<file path="config.mk">
export PLATFORM = sky130hd
export DESIGN_NAME = dsj_ram
export DESIGN_NICKNAME = d
export VERILOG_FILES = /design/src/rtl/dsj_ram.sv
export SDC_FILE = /design/constraint.sdc
export NUM_CORES = 1
export LEC_CHECK = 0
export BUFFER_PORTS_ARGS = -buffer_cell sky130_fd_sc_hd__buf_2
export CAP_MARGIN = 15
export CORE_MARGIN = 1
export CORE_UTILIZATION = 43
export DETAILED_ROUTE_END_ITERATION = 6
export SLEW_MARGIN = 40
export SYNTH_ARGS = -nofsm -noshare
export SYNTH_HDL_FRONTEND = slang
export SYNTH_SLANG_ARGS = --single-unit
</file>
<file path="constraint.sdc">
create_clock -name clk -period 1.8 [get_ports clk]
set_clock_uncertainty 0.1 [all_clocks]
set_input_delay 0.09 -clock clk [delete_from_list [all_inputs] [get_ports clk]]
set_output_delay 0.09 -clock clk [all_outputs]
set_load 0.1 [all_outputs]
</file>
<file path="src/rtl/dsj_ram.sv">
`default_nettype none

module dsj_ram #(
    parameter int WIDTH = 8,
    parameter int DEPTH = 16
) (
    input  wire logic                     clk,
    input  wire logic                     we,
    input  wire logic [$clog2(DEPTH)-1:0] waddr,
    input  wire logic [WIDTH-1:0]         wdata,
    input  wire logic                     re,
    input  wire logic [$clog2(DEPTH)-1:0] raddr,
    output logic      [WIDTH-1:0]         rdata
);

    logic [WIDTH-1:0] mem [DEPTH];

    // write port
    always_ff @(posedge clk)
    begin
        if (we)
        begin
            mem[waddr] <= wdata;
        end
    end

    // registered read port, holds when idle
    always_ff @(posedge clk)
    begin
        if (re)
        begin
            rdata <= mem[raddr];
        end
    end

endmodule

`default_nettype wire

</file>
# == Yosys cells after proc, flatten, opt, wreduce, memory -nomap -nowiden ==
# Memory sizes are Yosys's and may differ from the RTL's. A register that Yosys moved wholly into a read port is not among the register bits.
# Cells that the tools add are included.
# op_classes
magnitude_cmp,0
n_mul,0
reduce_logical,0
eq_ne,0
n_bitwise,0
add_sub_neg,0
div,0
muxes,2
shifts,0
# ops
op,n
1-bit 2-to-1 mux,2
# word_totals
n_memories,1
register_bits,0
romBits,0
inputBits,19
ramBits,128
latchBits,0
# memory_table
memory,depth,width,rd,rd_clocked_by_memory_dff,write_ports,line,rtl
mem,16,8,1,1,1,16,logic [WIDTH-1:0] mem [DEPTH];

# == Depth between registers and ports, before layout ==
# Gate-level depths: netlist of run 1.
# depth
ltp_word,2
depth_mapped,5

# == Worst setup path after synthesis of run 1 ==
# No wires, ideal clock.
# synth_timing
path_type,input to register
startpoint,in waddr[2]
endpoint,"mem mem[0][0], enable pin"
arrival_time_ps,1200
slack_ps,117
required_ps,1317
n_path_buf,0
cell_stages,2
setup_ps,383
path_cell_list,or3b_2 -> nor3_1
# synth_rtl
element,line,rtl
"start, declared",9,"input wire logic [$clog2(DEPTH)-1:0] waddr,"
"end, declared",16,
# Straight into the memory's write port.

==> results.cfg, run 1 <==
[sta]
timing_hold_violations_final = 7
layout_worst_path_cycle_share = 0.893
worst_slew_margin_rel = 0.672
grt_setup_unrepaired = no
worst_slew_pin_slew_ps = 496
min_period_ps = 1610
report.final.setup_viol = 0
final.setup.tns_ps = 0
finalMaxSlewViolations = 0
worst_hold_slack_ps = -3.19
max_freq_mhz = 622

[route]
vias = 2473
detail_route.drc_violations = 3
vias_per_cell = 5.48
detail_route.iter0.violations = 181
postRouteAntennaNets = 0
drt_pass1_iterations = 6
drt-total-wl_um = 10300
route.detailed.wl_per_inst_um = 22.8

[finish]
finish.net_count = 315
layout.cell_area.non_filler_um2 = 6330
seq_area_um2 = 4080
drive_above_1_share = 0.318
area.growth.synth_to_final_pct = 21.1
multi_input_comb_area_um2 = 1060
fillers = 884
antenna_cells_inserted = 0
layoutNonFillerInstCount = 451

[placement]
dpl-instance-area_um2 = 5670
gp_congestion = 0.783
numPlacedInstances = 412
io_buffer_count = 26
post-dp-hpwl_um = 6420

[cts]
clk_pin_slew_ps = 60
numClockSinks = 136
cts_htree_levels = 4
tritoncts_clock_tree = yes
deepest_clock_path_buffer_count = 2
cts_setup_buffers = 0
postCtsResizedCells = 0
cts_inserted_buffers = 17
cts.root.buffer_cell = sky130_fd_sc_hd__clkbuf_16
cts_stage_hold_buffer_count = 8
clk_latency_ps = 410

[floorplanning]
number_of_i_o_pins = 27
chipWidth_um = 112
die_y_um = 112
placeableCoreArea_um2 = 11600
rows = 39
die_area_um2 = 12600
start_util = 0.450

[global_route]
grt_pass1_vias = 2584
met2_usage = 0.284
gr-usage-met1 = 0.229
grt.overflow.total = 0
antenna_violations_before_repair = 0
pin_count_of_the_biggest_net_entering_global_routing = 20
top_usage_layer = met2
grt.total_usage = 0.176
met3_usage = 0.0448
grt_pass1_wl_um = 15300

[critical_path]
end_kind = register
startpoint_type = register
timing.critical_path.required_ps = 1850
worstPathMaxFanout = 1
arrival_ps = 1660
critical_path_class = reg2reg

[power_and_ir_drop]
total_leakage_power_uw = 0.00216
peakVddDrop_mv = 0.633
total_power_density_per_cell_area_nw_per_um2 = 1170

[synthesis]
top_post_synthesis_cells_by_count = 136 x sky130_fd_sc_hd__edfxtp_1, 18 x sky130_fd_sc_hd__mux4_2, 16 x sky130_fd_sc_hd__a22oi_1
async_flop_share = 0
synth_edf_count = 136
synthesis.area_per_instance_um2 = 22.8
synth_flop_cell = sky130_fd_sc_hd__edfxtp_1
synthCells = 229
synth_largest_area_cell = sky130_fd_sc_hd__edfxtp_1
yosysTopAreaCellShare = 0.781
synth_top_cells_by_area = sky130_fd_sc_hd__edfxtp_1 78%, sky130_fd_sc_hd__mux4_2 7.8%, sky130_fd_sc_hd__mux4_1 7.0%
synth_nets = 248
synth_cell_types = 18
synth.yosys.seq_area_share = 0.781
most_common_cell_in_the_synthesized_netlist = sky130_fd_sc_hd__edfxtp_1
yosysWarnings = 0
number_of_flip_flops_and_latches_in_the_synthesized_netlist = 136
netlist_area_um2 = 5230

[min_path]
hp-class = in2reg

[run]
drv_cap = 0

[outcome]
status = finished with violations
violations_in_the_final_reports = design-rule violations, negative hold slack
-- cell type report --
| cell class | count | share of cell area |
|---|---|---|
| clock buffers | 17 | 0.0672 |
| clock inverters | 14 | 0.0249 |
| multi-input cells | 83 | 0.167 |
| flip-flops and latches | 136 | 0.645 |
| well taps | 143 | 0.0283 |
| repair buffers | 58 | 0.0676 |
-- critical path: stages, from the launching register on --
cell,delay (ps)
sky130_fd_sc_hd__edfxtp_1,370
sky130_fd_sc_hd__mux4_1,500
sky130_fd_sc_hd__a22oi_1,290
sky130_fd_sc_hd__nand2_1,90
-- power by group --
group	internal, uW	switching (uW)
clock network	2150	1220
logic	160	298
registers	3570	19.3
total	5880	1540
-- cell families after synthesis --
| family | Yosys count | share of synthesized area |
|---|---|---|
| buf+inv | 10 | 0.0165 |
| compound gates | 16 | 0.0230 |
| simple gates | 35 | 0.0314 |
| flops | 136 | 0.781 |
| mux | 32 | 0.148 |
-- cell usage in the layout (no fill, tap or decap), types with 3 or more instances in the layout --
cell                            netlist  routed
sky130_fd_sc_hd__a22oi_1             16      16
sky130_fd_sc_hd__buf_12               0       3
sky130_fd_sc_hd__buf_2                3      26
sky130_fd_sc_hd__buf_4                1      21
sky130_fd_sc_hd__bufinv_16            0       3
sky130_fd_sc_hd__clkbuf_16            0      17
sky130_fd_sc_hd__clkinv_2             0       4
sky130_fd_sc_hd__clkinvlp_4           0       3
sky130_fd_sc_hd__dlygate4sd3_1        0       8
sky130_fd_sc_hd__edfxtp_1           136     136
sky130_fd_sc_hd__mux4_1              14      14
sky130_fd_sc_hd__mux4_2              18      18
sky130_fd_sc_hd__nand2_1              9       9
sky130_fd_sc_hd__nor2_1              13      13
sky130_fd_sc_hd__nor3_1               4       4
-- path summary, 6_finish.rpt --
kind,startpoint,to,slack (ps),depth (start not counted)
worst min register to register,mem[13][2],rdata[2],660,3
worst max-delay path,mem[1][5],rdata[5],190,3
worst min-delay path,wdata[7],mem[7][7],-3,1
worst max register to register,mem[1][5],rdata[5],190,3
-- layer usage --
metal | routed length (um) | share of wire | up-vias
met5 | 0 | 0 | -
met4 | 162 | 0.016 | 0
met2 | 5160 | 0.50 | 87
li1 | - | - | 1111
met3 | 616 | 0.060 | 14
met1 | 4340 | 0.42 | 1261
-- stage by stage --
step | utilization | setup WS (ps) | total power (uW)
2_1_floorplan | - | 117 | 3940
3_3_place_gp | 0.488 | 12.9 | 4100
3_5_place_dp | 0.488 | 22.6 | 4110
4_1_cts | 0.545 | 133 | 7480
5_1_grt | 0.545 | 138 | 7630
6_report | 0.545 | 193 | 7420
-- registers in the layout, summed over array words and instances (netlist names) --
register	count
rdata	8
mem	128
No activity file was read; power rests on OpenSTA's default activity.
==> run 2, diff against run 1 <==
--- a/config.mk
+++ b/config.mk
@@ -7,7 +7,7 @@
 export LEC_CHECK = 0
 export BUFFER_PORTS_ARGS = -buffer_cell sky130_fd_sc_hd__buf_2
 export CAP_MARGIN = 15
-export CORE_MARGIN = 1
+export CORE_MARGIN = 2
 export CORE_UTILIZATION = 43
 export DETAILED_ROUTE_END_ITERATION = 6
 export SLEW_MARGIN = 40
==> constraint.sdc (replaced) <==
create_clock -name clk -period 1.4 [get_ports clk]
set_clock_uncertainty 0.1 [all_clocks]
set_input_delay 0.07 -clock clk [delete_from_list [all_inputs] [get_ports clk]]
set_output_delay 0.07 -clock clk [all_outputs]
set_load 0.1 [all_outputs]
==> results.cfg, run 2 (same netlist as run 1, synthesis figures left out) <==
[floorplanning]
rows = 40
die_area_um2 = 13100
chipWidth_um = 114
die_y_um = 114
number_of_i_o_pins = 27
placeableCoreArea_um2 = 12000
start_util = 0.437

[cts]
deepest_clock_path_buffer_count = 2
clk_latency_ps = 410
cts_setup_buffers = 0
tritoncts_clock_tree = yes
cts_inserted_buffers = 17
clk_pin_slew_ps = 60
cts_htree_levels = 4
numClockSinks = 136
cts.root.buffer_cell = sky130_fd_sc_hd__clkbuf_16

[finish]
layoutNonFillerInstCount = 465
largest_registers = mem x128, rdata x8
layout.cells.most_common_list = 136 x sky130_fd_sc_hd__edfxtp_1, 31 x sky130_fd_sc_hd__buf_4, 28 x sky130_fd_sc_hd__mux4_2
multi_input_comb_area_um2 = 1050
most_common_library_cell_in_the_layout_ignoring_fill_and_taps = sky130_fd_sc_hd__edfxtp_1
largest_register_ffs = 128
area.growth.synth_to_final_pct = 23.6
top_register = mem
seq_area_um2 = 4080
drive_above_1_share = 0.387
antenna_cells_inserted = 0
fillers = 936
finish.net_count = 325

[route]
detail_route.drc_violations = 0
route.detailed.wl_per_inst_um = 20.9
vias_per_cell = 5.36
drt_pass1_iterations = 4
postRouteAntennaNets = 0
vias = 2494
drt-total-wl_um = 9700
detail_route.iter0.violations = 233

[placement]
io_buffer_count = 26
post-dp-hpwl_um = 6310
placement.setup.worst_slack_ps = -341
numPlacedInstances = 425
gp_congestion = 0.699

[outcome]
status = finished with violations
violations_in_the_final_reports = negative setup slack

[critical_path]
end_kind = register
arrival_ps = 1530
critical_path.max_stage_delay_ps = 480
r2r_setup_slack_ps = -80
timing.critical_path.required_ps = 1460
cp_slowest_cell = sky130_fd_sc_hd__mux4_2
r2r.worst_path.cells = 3
startpoint_type = register
critical_path_class = reg2reg
critical_path.cell_chain = mux4_2, a22oi_1, nand2_1
worstPathMaxFanout = 1
critical_path.top_delay_family = multiplexers
timing.rr.start = mem[11][2]
rr_endpoint = rdata[2]
cp.buffers_inverters = 0

[min_path]
worst_hold_startpoint = waddr[0]
hp-class = in2reg
min_delay_worst_endpoint = mem[0][2]
hold_path_depth = 3

[sta]
layout_worst_path_cycle_share = 1.05
max_freq_mhz = 677
worst_slew_pin_slew_ps = 877
worst_slew_margin_rel = 0.413
min_period_ps = 1480
timing_hold_violations_final = 0
finalMaxSlewViolations = 0
report.final.setup_viol = 8
setup_slack_ps = -76.1
grt_setup_unrepaired = yes

[power_and_ir_drop]
total_leakage_power_uw = 0.00219
peakVddDrop_mv = 0.799
total_power_density_per_cell_area_nw_per_um2 = 1490

[run]
drv_cap = 0

[global_route]
pin_count_of_the_biggest_net_entering_global_routing = 17
grt.total_usage = 0.168
grt_pass1_wl_um = 15200
antenna_violations_before_repair = 0
grt.overflow.total = 0
grt_pass1_vias = 2621
## run 2: changes by cell type in the layout (fill, tap and decap cells not counted), moves of 3 or more
| cell | before | now |
|---|---|---|
| sky130_fd_sc_hd__a22oi_2 | 0 | 6 |
| sky130_fd_sc_hd__mux4_1 | 14 | 4 |
| sky130_fd_sc_hd__buf_2 | 26 | 22 |
| sky130_fd_sc_hd__a22oi_1 | 16 | 10 |
| sky130_fd_sc_hd__buf_4 | 21 | 31 |
| sky130_fd_sc_hd__buf_12 | 3 | 6 |
| sky130_fd_sc_hd__mux4_2 | 18 | 28 |
## run 2: routing by layer
metal  track usage  part of all wire  up-vias
met1         0.227              0.43     1275
met4        0.0634             0.011        0
li1              -                 -     1129
met5             0                 0        -
met2         0.260              0.49       80
met3        0.0529             0.070       10
## run 2: repair_timing
| action | in CTS | in global routing |
|---|---|---|
| gates resized for setup | 11 | 2 |
| hold buffers | 9 | 0 |
| setup endpoints to repair | 12 | 8 |
| pin swaps | 4 | 2 |
| endpoints found under the hold margin | 136 | 0 |
## run 2: worst min-delay path, cell delays in order
cell,delay (ps)
sky130_fd_sc_hd__buf_2,150
sky130_fd_sc_hd__nor3_2,70
sky130_fd_sc_hd__buf_12,140
## run 2: worst max path at each step
stage / start / to / slack [ps] / cells after the start
2_1_floorplan: waddr[2] / mem[3][0] / -40 / 2
3_3_place_gp: raddr[0] / rdata[0] / -330 / 6
3_5_place_dp: raddr[0] / rdata[0] / -340 / 6
4_1_cts: mem[10][5] / rdata[5] / -110 / 3
5_1_grt: mem[8][5] / rdata[5] / -140 / 3
6_report: mem[11][2] / rdata[2] / -80 / 3
## run 2: per-stage QoR
| stage | utilization | hold slack [ps] | cell area, um2 | power [uW] | setup TNS (ps) |
|---|---|---|---|---|---|
| after floorplan | - | 68.9 | 5220 | 5080 | -1140 |
| final | 0.540 | 90.7 | 6460 | 9620 | -477 |
| after detailed placement | 0.481 | 370 | 5760 | 5310 | -3180 |
| after global placement | 0.481 | 359 | 5760 | 5300 | -3030 |
| after CTS | 0.540 | 73.0 | 6460 | 9720 | -608 |
| after global routing | 0.540 | 93.2 | 6460 | 9960 | -971 |
## run 2: report_power, final
| part | switching (uW) | leakage [uW] | internal, uW |
|---|---|---|---|
| Combinational | 390 | 0.000669 | 247 |
| Sequential | 27.4 | 0.00124 | 4590 |
| Clock | 1580 | 0.000281 | 2780 |
## run 2: layout make-up
type | instances | area share
multi-input combinational | 83 | 0.163
clock buffer | 19 | 0.0670
clock inverter | 12 | 0.0232
tap | 147 | 0.0285
timing repair buffer | 68 | 0.0856
sequential | 136 | 0.632
==> run 3, diff against run 2 <==
--- a/config.mk
+++ b/config.mk
@@ -5,11 +5,12 @@
 export SDC_FILE = /design/constraint.sdc
 export NUM_CORES = 1
 export LEC_CHECK = 0
-export BUFFER_PORTS_ARGS = -buffer_cell sky130_fd_sc_hd__buf_2
 export CAP_MARGIN = 15
 export CORE_MARGIN = 2
 export CORE_UTILIZATION = 43
 export DETAILED_ROUTE_END_ITERATION = 6
+export DONT_BUFFER_PORTS = 1
+export PLACE_DENSITY = 0.63
 export SLEW_MARGIN = 40
 export SYNTH_ARGS = -nofsm -noshare
 export SYNTH_HDL_FRONTEND = slang
==> results.cfg, run 3 (same netlist as run 1, synthesis figures left out) <==
[outcome]
violations_in_the_final_reports = negative hold slack, negative setup slack
status = finished with violations

[route]
detail_route.iter0.violations = 241
vias = 2363
detail_route.drc_violations = 0
drt-total-wl_um = 9710
vias_per_cell = 5.47
postRouteAntennaNets = 0
drt_pass1_iterations = 4
route.detailed.wl_per_inst_um = 22.5

[global_route]
grt_pass1_vias = 2551
pin_count_of_the_biggest_net_entering_global_routing = 33
grt.total_usage = 0.165
grt.overflow.total = 0
antenna_violations_before_repair = 0
grt_pass1_wl_um = 15100

[finish]
most_common_library_cell_in_the_layout_ignoring_fill_and_taps = sky130_fd_sc_hd__edfxtp_1
largest_register_ffs = 128
largest_registers = mem x128, rdata x8
finalCoreUtilization = 0.520
finish.net_count = 292
top_register = mem
layout.cells.most_common_list = 136 x sky130_fd_sc_hd__edfxtp_1, 31 x sky130_fd_sc_hd__mux4_2, 24 x sky130_fd_sc_hd__buf_4
layoutNonFillerInstCount = 432
area.growth.synth_to_final_pct = 18.9
drive_above_1_share = 0.347
fillers = 938
antenna_cells_inserted = 0

[power_and_ir_drop]
power.switching_uw = 1920
total_power_density_per_cell_area_nw_per_um2 = 1520
cell_internal_pwr_uw = 7560
seq_power_share = 0.487
p_clk_frac = 0.457
switching_share = 0.203
peakVddDrop_mv = 0.826
total_power_uw = 9480
share_of_power_burned_in_combinational_logic = 0.056
total_leakage_power_uw = 0.00199

[sta]
finalMaxSlewViolations = 0
worst_slew_margin_rel = 0.416
final.setup.tns_ps = -591
layout_worst_path_cycle_share = 1.07
report.final.setup_viol = 8
worst_hold_slack_ps = -52.2
worst_slew_pin_slew_ps = 873
setup_slack_ps = -104
timing_hold_violations_final = 6
min_period_ps = 1500
max_freq_mhz = 665
grt_setup_unrepaired = yes

[cts]
numClockSinks = 136
clk_pin_slew_ps = 60
cts_inserted_buffers = 17
clk_latency_ps = 400
cts_setup_buffers = 0
cts_htree_levels = 4
cts_stage_hold_buffer_count = 11
tritoncts_clock_tree = yes
deepest_clock_path_buffer_count = 2
cts.root.buffer_cell = sky130_fd_sc_hd__clkbuf_16

[critical_path]
startpoint_type = register
worstPathMaxFanout = 1
timing.critical_path.required_ps = 1450
r2r.worst_path.cells = 3
end_kind = register
critical_path_class = reg2reg
arrival_ps = 1550

[floorplanning]
number_of_i_o_pins = 27
die_y_um = 114
rows = 40
placeableCoreArea_um2 = 12000
die_area_um2 = 13100
chipWidth_um = 114
start_util = 0.437

[min_path]
hp-class = in2reg
hold_path_depth = 3

[placement]
post-dp-hpwl_um = 5870
io_buffer_count = 0
numPlacedInstances = 390
gp_congestion = 0.710

[run]
drv_cap = 0
run 3: cell count changes in the layout (fill, tap and decap cells not counted), sizes merged:
| cell | delta |
|---|---|
| clkbuf | -1 |
| buf | -35 |
| clkinvlp | +5 |
| dlygate4sd3 | +2 |
| clkinv | -2 |
| inv | -2 |
run 3: cell type report:
class | instances | area (um2) | area share
clock inverter | 13 | 156 | 0.0252
clock buffer | 18 | 429 | 0.0690
tap | 147 | 184 | 0.0296
timing repair buffer | 35 | 290 | 0.0467
sequential | 136 | 4080 | 0.657
multi-input combinational | 83 | 1070 | 0.173
run 3: critical path, stage by stage (launching register included):
cell and delay (ps):
sky130_fd_sc_hd__edfxtp_1 370, sky130_fd_sc_hd__mux4_2 480, sky130_fd_sc_hd__a22oi_2 200, sky130_fd_sc_hd__nand2_2 100
run 3: path summary, 6_finish.rpt:
check,end,from,slack [ps]
worst min register to register,rdata[2],mem[14][2],660
worst min-delay path,rdata[1],raddr[1],-50
worst max register to register,rdata[3],mem[11][3],-100
worst max-delay path,rdata[3],mem[11][3],-100
run 3: power by group through the flow:
stage	combinational [uW]	clock, uW	sequential [uW]
after floorplan	240	0	4840
after global placement	425	0	4690
after detailed placement	429	0	4700
after CTS	528	4380	4620
after global routing	564	4560	4620
final	531	4330	4620
run 3: per-layer routing:
metal	share of wire	track usage	vias to the layer above
met2	0.49	0.260	73
met5	0	0	-
li1	-	-	1055
met4	0.017	0.0610	0
met1	0.44	0.224	1222
met3	0.050	0.0434	13
run 3: through the flow:
stage                     worst slack [ps]  instance area [um2]
after global placement                -199                 5480
after detailed placement              -175                 5480
after floorplan                      -36.1                 5220
after global routing                  -144                 6220
after CTS                             -118                 6200
final                                 -104                 6220
run 3: what timing repair did:
action	in CTS	in global routing
endpoints found under the hold margin	175	6
pin swaps	4	3
gates resized for setup	12	6
endpoints found under the setup margin	8	8
