===== config.mk =====
export PLATFORM = sky130hd
export DESIGN_NAME = dsj_seq
export DESIGN_NICKNAME = d
export VERILOG_FILES = /design/src/rtl/dsj_pkg.sv /design/src/rtl/dsj_seq.sv
export SDC_FILE = /design/constraint.sdc
export NUM_CORES = 1
export LEC_CHECK = 0
export ABC_CLOCK_PERIOD_IN_PS = 3180
export BUFFER_PORTS_ARGS = -buffer_cell sky130_fd_sc_hd__buf_2
export CORE_MARGIN = 2
export CORE_UTILIZATION = 50
export CTS_CLUSTER_SIZE = 12
export DETAILED_ROUTE_END_ITERATION = 10
export GPL_TIMING_DRIVEN = 1
export PLACE_DENSITY = 0.77
export SYNTH_ARGS = -nofsm -noshare
export SYNTH_HDL_FRONTEND = slang
export SYNTH_SLANG_ARGS = --single-unit

===== constraint.sdc =====
create_clock -name clk -period 3.18 [get_ports clk]
set_input_delay 0.159 -clock clk [delete_from_list [all_inputs] [get_ports clk]]
set_output_delay 0.159 -clock clk [all_outputs]
set_load 0.01 [all_outputs]

===== src/rtl/dsj_pkg.sv =====
`default_nettype none

package dsj_pkg;

    // sizes
    localparam int MAX_ELEMENTS = 1024;
    localparam int LBL_W        = $clog2(MAX_ELEMENTS);
    localparam int IDX_W        = LBL_W + 1;
    localparam int ELEM_W       = 11;
    localparam int CNT_W        = 11;
    localparam int SUM_W        = 20;

    // opcodes
    localparam logic [1:0] OP_JOIN  = 2'd0;
    localparam logic [1:0] OP_MOVE  = 2'd1;
    localparam logic [1:0] OP_QUERY = 2'd2;
    localparam logic [1:0] OP_NOP   = 2'd3;

    // per-label statistics word
    typedef struct packed {
        logic [CNT_W-1:0] cnt;
        logic [SUM_W-1:0] sum;
    } stat_t;

    // label memory port request
    typedef struct packed {
        logic             we;
        logic [LBL_W-1:0] waddr;
        logic [LBL_W-1:0] wdata;
        logic             re;
        logic [LBL_W-1:0] raddr;
    } lbl_req_t;

    // statistics memory port request
    typedef struct packed {
        logic             we;
        logic [LBL_W-1:0] waddr;
        stat_t            wdata;
        logic             re;
        logic [LBL_W-1:0] raddr;
    } st_req_t;

    // query result toward the output register
    typedef struct packed {
        logic             valid;
        logic [CNT_W-1:0] size;
        logic [SUM_W-1:0] sum;
    } res_t;

    // element in 1..element_count and inside the store
    function automatic logic elem_ok(input logic [ELEM_W-1:0] e,
                                     input logic [ELEM_W-1:0] cnt);
        return (e != '0) && (e <= cnt) && (e <= ELEM_W'(MAX_ELEMENTS));
    endfunction

    // element number to label store address
    function automatic logic [LBL_W-1:0] elem_addr(input logic [ELEM_W-1:0] e);
        logic [ELEM_W-1:0] d;
        d = e - ELEM_W'(1);
        return d[LBL_W-1:0];
    endfunction

endpackage

`default_nettype wire


===== src/rtl/dsj_seq.sv =====
`default_nettype none

module dsj_seq (
    input  wire logic                        clk,
    input  wire logic                        rst_n,
    input  wire logic                        in_valid,
    output logic                             in_ready,
    input  wire logic [1:0]                  opcode,
    input  wire logic [dsj_pkg::ELEM_W-1:0]  first_element,
    input  wire logic [dsj_pkg::ELEM_W-1:0]  second_element,
    input  wire logic [dsj_pkg::ELEM_W-1:0]  elem_count,
    output dsj_pkg::lbl_req_t                lbl_req,
    input  wire logic [dsj_pkg::LBL_W-1:0]   lbl_rdata,
    output dsj_pkg::st_req_t                 st_req,
    input  wire dsj_pkg::stat_t              st_rdata,
    output dsj_pkg::res_t                    res,
    input  wire logic                        res_take
);

    typedef enum logic [9:0] {
        ST_CLEAR = 10'b0000000001,
        ST_IDLE  = 10'b0000000010,
        ST_LA    = 10'b0000000100,
        ST_LB    = 10'b0000001000,
        ST_SA    = 10'b0000010000,
        ST_SB    = 10'b0000100000,
        ST_MV2   = 10'b0001000000,
        ST_ZERO  = 10'b0010000000,
        ST_SWEEP = 10'b0100000000,
        ST_QOUT  = 10'b1000000000
    } state_t;

    state_t                        state_reg, state_next;
    logic [dsj_pkg::IDX_W-1:0]     idx_reg, idx_next;
    logic                          pend_reg, pend_next;

    logic [1:0]                    op_reg, op_next;
    logic [dsj_pkg::ELEM_W-1:0]    a_reg, a_next;
    logic [dsj_pkg::ELEM_W-1:0]    b_reg, b_next;
    logic [dsj_pkg::LBL_W-1:0]     la_reg, la_next;
    logic [dsj_pkg::LBL_W-1:0]     lb_reg, lb_next;
    logic [dsj_pkg::LBL_W-1:0]     from_reg, from_next;
    logic [dsj_pkg::LBL_W-1:0]     into_reg, into_next;
    logic [dsj_pkg::LBL_W-1:0]     paddr_reg, paddr_next;
    dsj_pkg::stat_t                sa_reg, sa_next;

    logic                          item_go;
    logic [dsj_pkg::SUM_W-1:0]     a_sum;

    // item needs work at all
    always_comb
    begin
        item_go = 1'b0;
        if (opcode inside {dsj_pkg::OP_JOIN, dsj_pkg::OP_MOVE})
        begin
            item_go = dsj_pkg::elem_ok(first_element, elem_count)
                   && dsj_pkg::elem_ok(second_element, elem_count);
        end
        else if (opcode == dsj_pkg::OP_QUERY)
        begin
            item_go = dsj_pkg::elem_ok(first_element, elem_count);
        end
    end

    assign a_sum = dsj_pkg::SUM_W'(a_reg);

    // sequencer
    always_comb
    begin
        state_next = state_reg;
        idx_next   = idx_reg;
        pend_next  = 1'b0;
        op_next    = op_reg;
        a_next     = a_reg;
        b_next     = b_reg;
        la_next    = la_reg;
        lb_next    = lb_reg;
        from_next  = from_reg;
        into_next  = into_reg;
        paddr_next = paddr_reg;
        sa_next    = sa_reg;
        in_ready   = 1'b0;
        lbl_req    = '0;
        st_req     = '0;
        res        = '0;

        case (state_reg)
            ST_CLEAR:
            begin
                // label i holds element i+1 alone
                lbl_req.we        = 1'b1;
                lbl_req.waddr     = idx_reg[dsj_pkg::LBL_W-1:0];
                lbl_req.wdata     = idx_reg[dsj_pkg::LBL_W-1:0];
                st_req.we         = 1'b1;
                st_req.waddr      = idx_reg[dsj_pkg::LBL_W-1:0];
                st_req.wdata.cnt  = dsj_pkg::CNT_W'(1);
                st_req.wdata.sum  = dsj_pkg::SUM_W'(idx_reg) + dsj_pkg::SUM_W'(1);
                idx_next          = idx_reg + dsj_pkg::IDX_W'(1);
                if (idx_reg[dsj_pkg::LBL_W-1:0]
                    == dsj_pkg::LBL_W'(dsj_pkg::MAX_ELEMENTS - 1))
                begin
                    state_next = ST_IDLE;
                end
            end
            ST_IDLE:
            begin
                in_ready      = 1'b1;
                op_next       = opcode;
                a_next        = first_element;
                b_next        = second_element;
                lbl_req.raddr = dsj_pkg::elem_addr(first_element);
                if (in_valid && item_go)
                begin
                    lbl_req.re = 1'b1;
                    state_next = ST_LA;
                end
            end
            ST_LA:
            begin
                la_next = lbl_rdata;
                if (op_reg == dsj_pkg::OP_QUERY)
                begin
                    st_req.re    = 1'b1;
                    st_req.raddr = lbl_rdata;
                    state_next   = ST_QOUT;
                end
                else
                begin
                    lbl_req.re    = 1'b1;
                    lbl_req.raddr = dsj_pkg::elem_addr(b_reg);
                    state_next    = ST_LB;
                end
            end
            ST_LB:
            begin
                lb_next = lbl_rdata;
                if (lbl_rdata == la_reg)
                begin
                    state_next = ST_IDLE;
                end
                else
                begin
                    st_req.re    = 1'b1;
                    st_req.raddr = la_reg;
                    state_next   = ST_SA;
                end
            end
            ST_SA:
            begin
                sa_next      = st_rdata;
                st_req.re    = 1'b1;
                st_req.raddr = lb_reg;
                state_next   = ST_SB;
            end
            ST_SB:
            begin
                if (op_reg == dsj_pkg::OP_MOVE)
                begin
                    // target set gains the element, relabel it
                    st_req.we        = 1'b1;
                    st_req.waddr     = lb_reg;
                    st_req.wdata.cnt = st_rdata.cnt + dsj_pkg::CNT_W'(1);
                    st_req.wdata.sum = st_rdata.sum + a_sum;
                    lbl_req.we       = 1'b1;
                    lbl_req.waddr    = dsj_pkg::elem_addr(a_reg);
                    lbl_req.wdata    = lb_reg;
                    state_next       = ST_MV2;
                end
                else
                begin
                    // smaller set (first on a tie) is folded into the other
                    if (sa_reg.cnt > st_rdata.cnt)
                    begin
                        from_next = lb_reg;
                        into_next = la_reg;
                    end
                    else
                    begin
                        from_next = la_reg;
                        into_next = lb_reg;
                    end
                    st_req.we        = 1'b1;
                    st_req.waddr     = (sa_reg.cnt > st_rdata.cnt) ? la_reg : lb_reg;
                    st_req.wdata.cnt = sa_reg.cnt + st_rdata.cnt;
                    st_req.wdata.sum = sa_reg.sum + st_rdata.sum;
                    state_next       = ST_ZERO;
                end
            end
            ST_MV2:
            begin
                // source set loses the element
                st_req.we        = 1'b1;
                st_req.waddr     = la_reg;
                st_req.wdata.cnt = sa_reg.cnt - dsj_pkg::CNT_W'(1);
                st_req.wdata.sum = sa_reg.sum - a_sum;
                state_next       = ST_IDLE;
            end
            ST_ZERO:
            begin
                st_req.we    = 1'b1;
                st_req.waddr = from_reg;
                st_req.wdata = '0;
                idx_next     = '0;
                state_next   = ST_SWEEP;
            end
            ST_SWEEP:
            begin
                // read entry idx, relabel the entry read in the previous cycle
                if (idx_reg < dsj_pkg::IDX_W'(dsj_pkg::MAX_ELEMENTS))
                begin
                    lbl_req.re    = 1'b1;
                    lbl_req.raddr = idx_reg[dsj_pkg::LBL_W-1:0];
                    pend_next     = 1'b1;
                    paddr_next    = idx_reg[dsj_pkg::LBL_W-1:0];
                    idx_next      = idx_reg + dsj_pkg::IDX_W'(1);
                end
                else if (!pend_reg)
                begin
                    state_next = ST_IDLE;
                end
                if (pend_reg && (lbl_rdata == from_reg))
                begin
                    lbl_req.we    = 1'b1;
                    lbl_req.waddr = paddr_reg;
                    lbl_req.wdata = into_reg;
                end
            end
            ST_QOUT:
            begin
                res.valid = 1'b1;
                res.size  = st_rdata.cnt;
                res.sum   = st_rdata.sum;
                if (res_take)
                begin
                    state_next = ST_IDLE;
                end
            end
            default:
            begin
                state_next = ST_IDLE;
            end
        endcase
    end

    // control state
    always_ff @(posedge clk or negedge rst_n)
    begin
        if (!rst_n)
        begin
            state_reg <= ST_CLEAR;
            idx_reg   <= '0;
            pend_reg  <= 1'b0;
        end
        else
        begin
            state_reg <= state_next;
            idx_reg   <= idx_next;
            pend_reg  <= pend_next;
        end
    end

    // item operands
    always_ff @(posedge clk)
    begin
        op_reg    <= op_next;
        a_reg     <= a_next;
        b_reg     <= b_next;
        la_reg    <= la_next;
        lb_reg    <= lb_next;
        from_reg  <= from_next;
        into_reg  <= into_next;
        paddr_reg <= paddr_next;
        sa_reg    <= sa_next;
    end

`ifndef ASSERT_OFF
    // a sweep write goes back to the entry read the cycle before
    a_sweep_wr: assert property (@(posedge clk) disable iff (!rst_n)
        (state_reg == ST_SWEEP && lbl_req.we)
        |-> ($past(lbl_req.re) && $past(lbl_req.raddr) == lbl_req.waddr))
        else $error("sweep write without matching read");

    // a join only ever merges two distinct labels
    a_join_labels: assert property (@(posedge clk) disable iff (!rst_n)
        (state_reg == ST_ZERO) |-> (from_reg != into_reg))
        else $error("join folds a label into itself");

    // never read and write one stats entry in the same cycle
    a_stat_rw: assert property (@(posedge clk) disable iff (!rst_n)
        !(st_req.we && st_req.re && st_req.waddr == st_req.raddr))
        else $error("stats read and write collide");

    // a result is offered only after a stats read
    a_res_src: assert property (@(posedge clk) disable iff (!rst_n)
        $rose(res.valid) |-> $past(st_req.re))
        else $error("result without stats read");
`endif

endmodule

`default_nettype wire


# Word level (Yosys, flattened, before mapping)

Index checks and enable logic that the tools add are counted.

$add $sub $neg: 11
Order comparisons: 6
Equality and inequality tests: 23
Mux-type cells: 31
Bitwise logic cells: 1
Reduce and logical (&&, ||, !) cells: 16

Operators with widths:

| operator                                                              | count |
|---|---|
| 42-bit one-hot mux with 4 select lines                                | 1 |
| 11-bit one-hot mux with 3 select lines                                | 3 |
| 10-bit one-hot mux with 9 select lines                                | 1 |
| 10-bit 2-to-1 mux                                                     | 8 |
| 21-bit one-hot mux with 3 select lines                                | 1 |
| 11-bit 2-to-1 mux                                                     | 5 |
| 21-bit 2-to-1 mux                                                     | 2 |
| 41-bit 2-to-1 mux                                                     | 1 |
| 32-bit 2-to-1 mux                                                     | 1 |
| 10-bit by 1-bit subtractor with 10-bit output (second input constant) | 3 |
| 11-bit by 1-bit adder with 11-bit output (second input constant)      | 2 |
| 11-bit less-or-equal comparator                                       | 2 |
| 11-bit less-or-equal comparator (second input constant)               | 2 |
| 11-bit nonzero test                                                   | 2 |
| 20-bit by 11-bit adder with 20-bit output                             | 1 |
| 20-bit adder                                                          | 1 |
| 10-bit equality test                                                  | 2 |
| 10-bit equality test (second input constant)                          | 2 |
| 20-bit by 11-bit subtractor with 20-bit output                        | 1 |
| 11-bit by 1-bit adder with 12-bit output (second input constant)      | 1 |
| 2-bit != test (second input constant)                                 | 6 |
| 11-bit adder                                                          | 1 |
| 11-bit > comparator                                                   | 1 |
| 11-bit < comparator (second input constant)                           | 1 |
| other kinds (22)                                                      | 37 |

Register bits: 126
Bits of input ports: 80
Output and inout port bits: 118

# Longest topological paths before layout

Depth in word-level cells: 8
Depth in mapped cells: 15

# Worst setup path after synthesis

OpenSTA, ideal clock, no wires.

Kind: register to output
From: register op_reg[0]
To: output port st_req[29] (netlist bit)
Data arrival time: 3.420 ns
Data required time: 3.021 ns
Slack: -0.399 ns
Cell stages (with the launch flop): 15
Buffers on the path: 2
Path through: edfxtp_1 > nand2b_1 > buf_1 > clkbuf_1 > o21ai_0 > ha_1 > fa_1 > a211oi_2 > o21ai_1 > nand3_1 > a21boi_1 > o41a_1 > a31o_2 > xnor2_1 > o22ai_1

RTL lines:

| item                   | line           | RTL |
|---|---|---|
| start, declared        | dsj_seq.sv:37  | `logic [1:0] op_reg, op_next;` |
| start signal, assigned | dsj_seq.sv:265 | `op_reg <= op_next;` |
| end, declared          | dsj_seq.sv:14  | `output dsj_pkg::st_req_t st_req,` |

==> flow_metrics.tcl <==
set metrics [dict create \
    outcome "finished with violations" \
    violations "negative setup slack" \
    min-delay-start "lbl_rdata[0]" \
    drv_cap 0 \
    vdd_drop_max_uv 365 \
    drc 0 \
    clockBufferDepth 2 \
    cp.depth 14 \
    grt_pass1_vias 8867 \
    dp_hpwl_um 21600 \
    numClockSinks 126 \
    synth_warnings 0 \
    drtPass1Iterations 8 \
    synth_top_area_cell "edfxtp_1" \
    cts_tree "yes" \
    cellPowerDensity_nw_per_um2 485 \
    holdPathStages 1 \
    cts_buffers 17 \
    synthSimpleGateAreaFrac_pct 18.2 \
    insertion_delay_ns 0.43 \
    whs_endpoint "lb_reg[0]" \
    drt_iter0_drc 701 \
    synthToLayoutAreaGrowth_pct 36.4 \
    reg2reg_depth 9 \
    cp-start-kind "register" \
    cp_slowest_cell "ha_2" \
    cts-htree-levels 4 \
    worst_pin_slew_ns 0.771 \
    hp-class "input port to register" \
    grt_max_degree 32 \
    synth_area_leaders "edfxtp_1, ha_1, xnor2_1" \
    post-place-ws_ns 0.0294 \
    final_util_pct 69.2 \
    synth_seq_cells 126 \
    r2r-start "sa_reg[28]" \
    worst_slack_ns -0.341 \
    place_congestion 0.935 \
    fillers 1344 \
    required_ns 3.02 \
    skew_ns 0.00913 \
    setup_viol 18 \
    placementRows 51 \
    ant_nets 0 \
    synth_ff_type "edfxtp_1" \
    finalWirelength_um 32000 \
    grt-ovfl-total 0 \
    diodes 0 \
    crit_path_max_incr_delay_ns 0.40 \
    r2r_end "from_reg[6]" \
    crit_arrival_ns 3.36 \
    root_buffer "clkbuf_16" \
    min_period_ns 3.52 \
    synth_top_family_by_area "simple AND/OR/NAND/NOR gates" \
    maxSlewViolCount 0 \
    num_vias 9575 \
    fmax_ghz 0.284 \
    mappedNetlistNets 1178 \
    antenna_found_initial 1 \
    synth_area_um2 9810 \
    relSlewSlack_pct 48.4 \
    die_h_um 144 \
    die-area_um2 20800 \
    core-area_um2 19300 \
    largest_reg_flops 31 \
    async_reset_ff_share_pct 17.5 \
    yosysTopAreaCellShare_pct 31.8 \
    whs_ns 0.00830 \
    rsz0062_at_grt "true" \
    path_buf_inv 2 \
    fin_crit_sh_pct 111 \
    synth_xor_area_share_pct 10.2 \
    end_kind "output port" \
    crit_path_cell_trace "nand2b_4 > buf_8 > nand2_1 > o21ai_1 > ha_2 > nand3_4 > nor4_4 > o31ai_4 > a21oi_4 > a21o_1 > a21oi_2 > xor2_1 > o22ai_1 > buf_2" \
    die_w_um 144 \
    grt_pass1_wl_um 45000 \
    grt_use_total_pct 28.2 \
    clkTransAtPathRegs_ns 0.06 \
    start_util_pct 50.7 \
    synth_seq_area_share_pct 37.5 \
    vias_per_cell 5.97 \
    netlist_instances 1017 \
    finalHoldViolCount 0 \
    path_delay_family "compound AO/OA/AOI/OAI gates" \
    r2r_setup_slack_ns 0.63 \
    nNetsFinal 1488 \
    synthAdderAreaFrac_pct 10.6 \
    port_buffers 197 \
    synth_edf_count 104 \
    synthMuxAreaShare_pct 3.01 \
    crit_fanout 8 \
    wl_per_cell_um 19.9 \
    synth_compound_area_share_pct 16.1 \
    io_pins 198 \
    path_class "register to output port" \
    drive_gt1_share_pct 32.6 \
    syn_avg_cell_area_um2 9.65 \
    synthDistinctLibCells 80 \
    p_leak_nw 6.02 \
]
[cells in the mapped netlist, drive strengths merged (6+ instances only)]
cell	n
a221o	7
edfxtp	104
nor2b	8
a21oi	41
a21o	16
o21bai	8
and2	43
or3	11
dfrtp	21
nor3	32
inv	65
a211oi	6
mux2	20
nand3	31
nor2	65
o21ai	49
nand4	9
o22ai	17
xor2	39
nor3b	8
buf	13
a22oi	24
xnor2	75
clkbuf	29
nand2b	11
nor4	8
o221ai	8
ha	78
a222oi	18
o21a	9
mux2i	7
nand2	83
[repair_timing]
action	4_1_cts	5_1_grt
resized for setup	30	97
endpoints found under the setup margin	19	43
gates cloned	1	3
pin swaps	25	76
hold buffers	57	0
endpoints found under the hold margin	82	0
buffers inserted	19	30
[cells by family after synthesis]
family	Yosys count
simple gates	337
mux	27
compound gates	224
flops	126
xor+xnor	114
buf+inv	108
fa+ha+maj	81
[power breakdown]
group	internal, mW	leakage (nW)	switching, mW	total [mW]
Clock	1.18	0.294	0.808	1.99
Combinational	1.16	4.48	1.34	2.50
Sequential	1.92	1.24	0.0838	2.00
Total	4.26	6.02	2.23	6.49
[layer usage]
| layer | routed length (um) | track usage (%) | share of wire (%) |
|---|---|---|---|
| met1 | 12200 | 35.2 | 38 |
| met2 | 15300 | 48.1 | 48 |
| met3 | 3020 | 4.97 | 9.4 |
| met4 | 1430 | 12.1 | 4.5 |
| met5 | 0 | 0 | 0 |
[layout by cell type (no fill, tap or decap), drive strengths merged, types with 41 or more instances in the layout]
master	instances
inv	74
dlygate4sd3	56
o21ai	49
xnor2	75
and2	43
nor2	65
ha	78
nand2	83
buf	272
edfxtp	104
a21oi	41
[metrics by stage]
step	setup TNS, ns	total power, mW	area (um^2)	cells
2_1_floorplan	0	3.28	9830	1017
3_3_place_gp	0	3.77	11200	1467
3_5_place_dp	0	3.80	11200	1467
4_1_cts	-2.25	6.03	12700	1576
5_1_grt	-6.27	6.75	13400	1605
6_report	-3.96	6.49	13400	1605
[worst max path at each step]
stage                         start    endpoint
after detailed placement  op_reg[1]  st_req[30]
after global placement    op_reg[1]  st_req[29]
after global routing      op_reg[1]  st_req[26]
after floorplan           op_reg[1]  st_req[29]
final                     op_reg[1]  st_req[26]
after CTS                 op_reg[1]  st_req[29]
[area by class of cell]
| class | instances | area, um^2 | share of cell area (%) |
|---|---|---|---|
| Clock buffer | 17 | 425 | 3.18 |
| Clock inverter | 15 | 174 | 1.30 |
| Inverter | 66 | 251 | 1.88 |
| Multi-Input combinational cell | 783 | 6210 | 46.4 |
| Sequential cell | 126 | 3670 | 27.5 |
| Tap cell | 265 | 332 | 2.48 |
| Timing Repair Buffer | 333 | 2310 | 17.3 |
[worst reg2reg max path: stages (launching register included)]
cell and delay, ns:
edfxtp_1 0.39, ha_1 0.31, a21o_1 0.18, a21o_1 0.16, a21oi_2 0.15, nand2_1 0.12
o21ai_4 0.29, buf_4 0.20, clkbuf_16 0.16, mux2_2 0.34
Note: power is estimated with default switching activity, not from simulation.
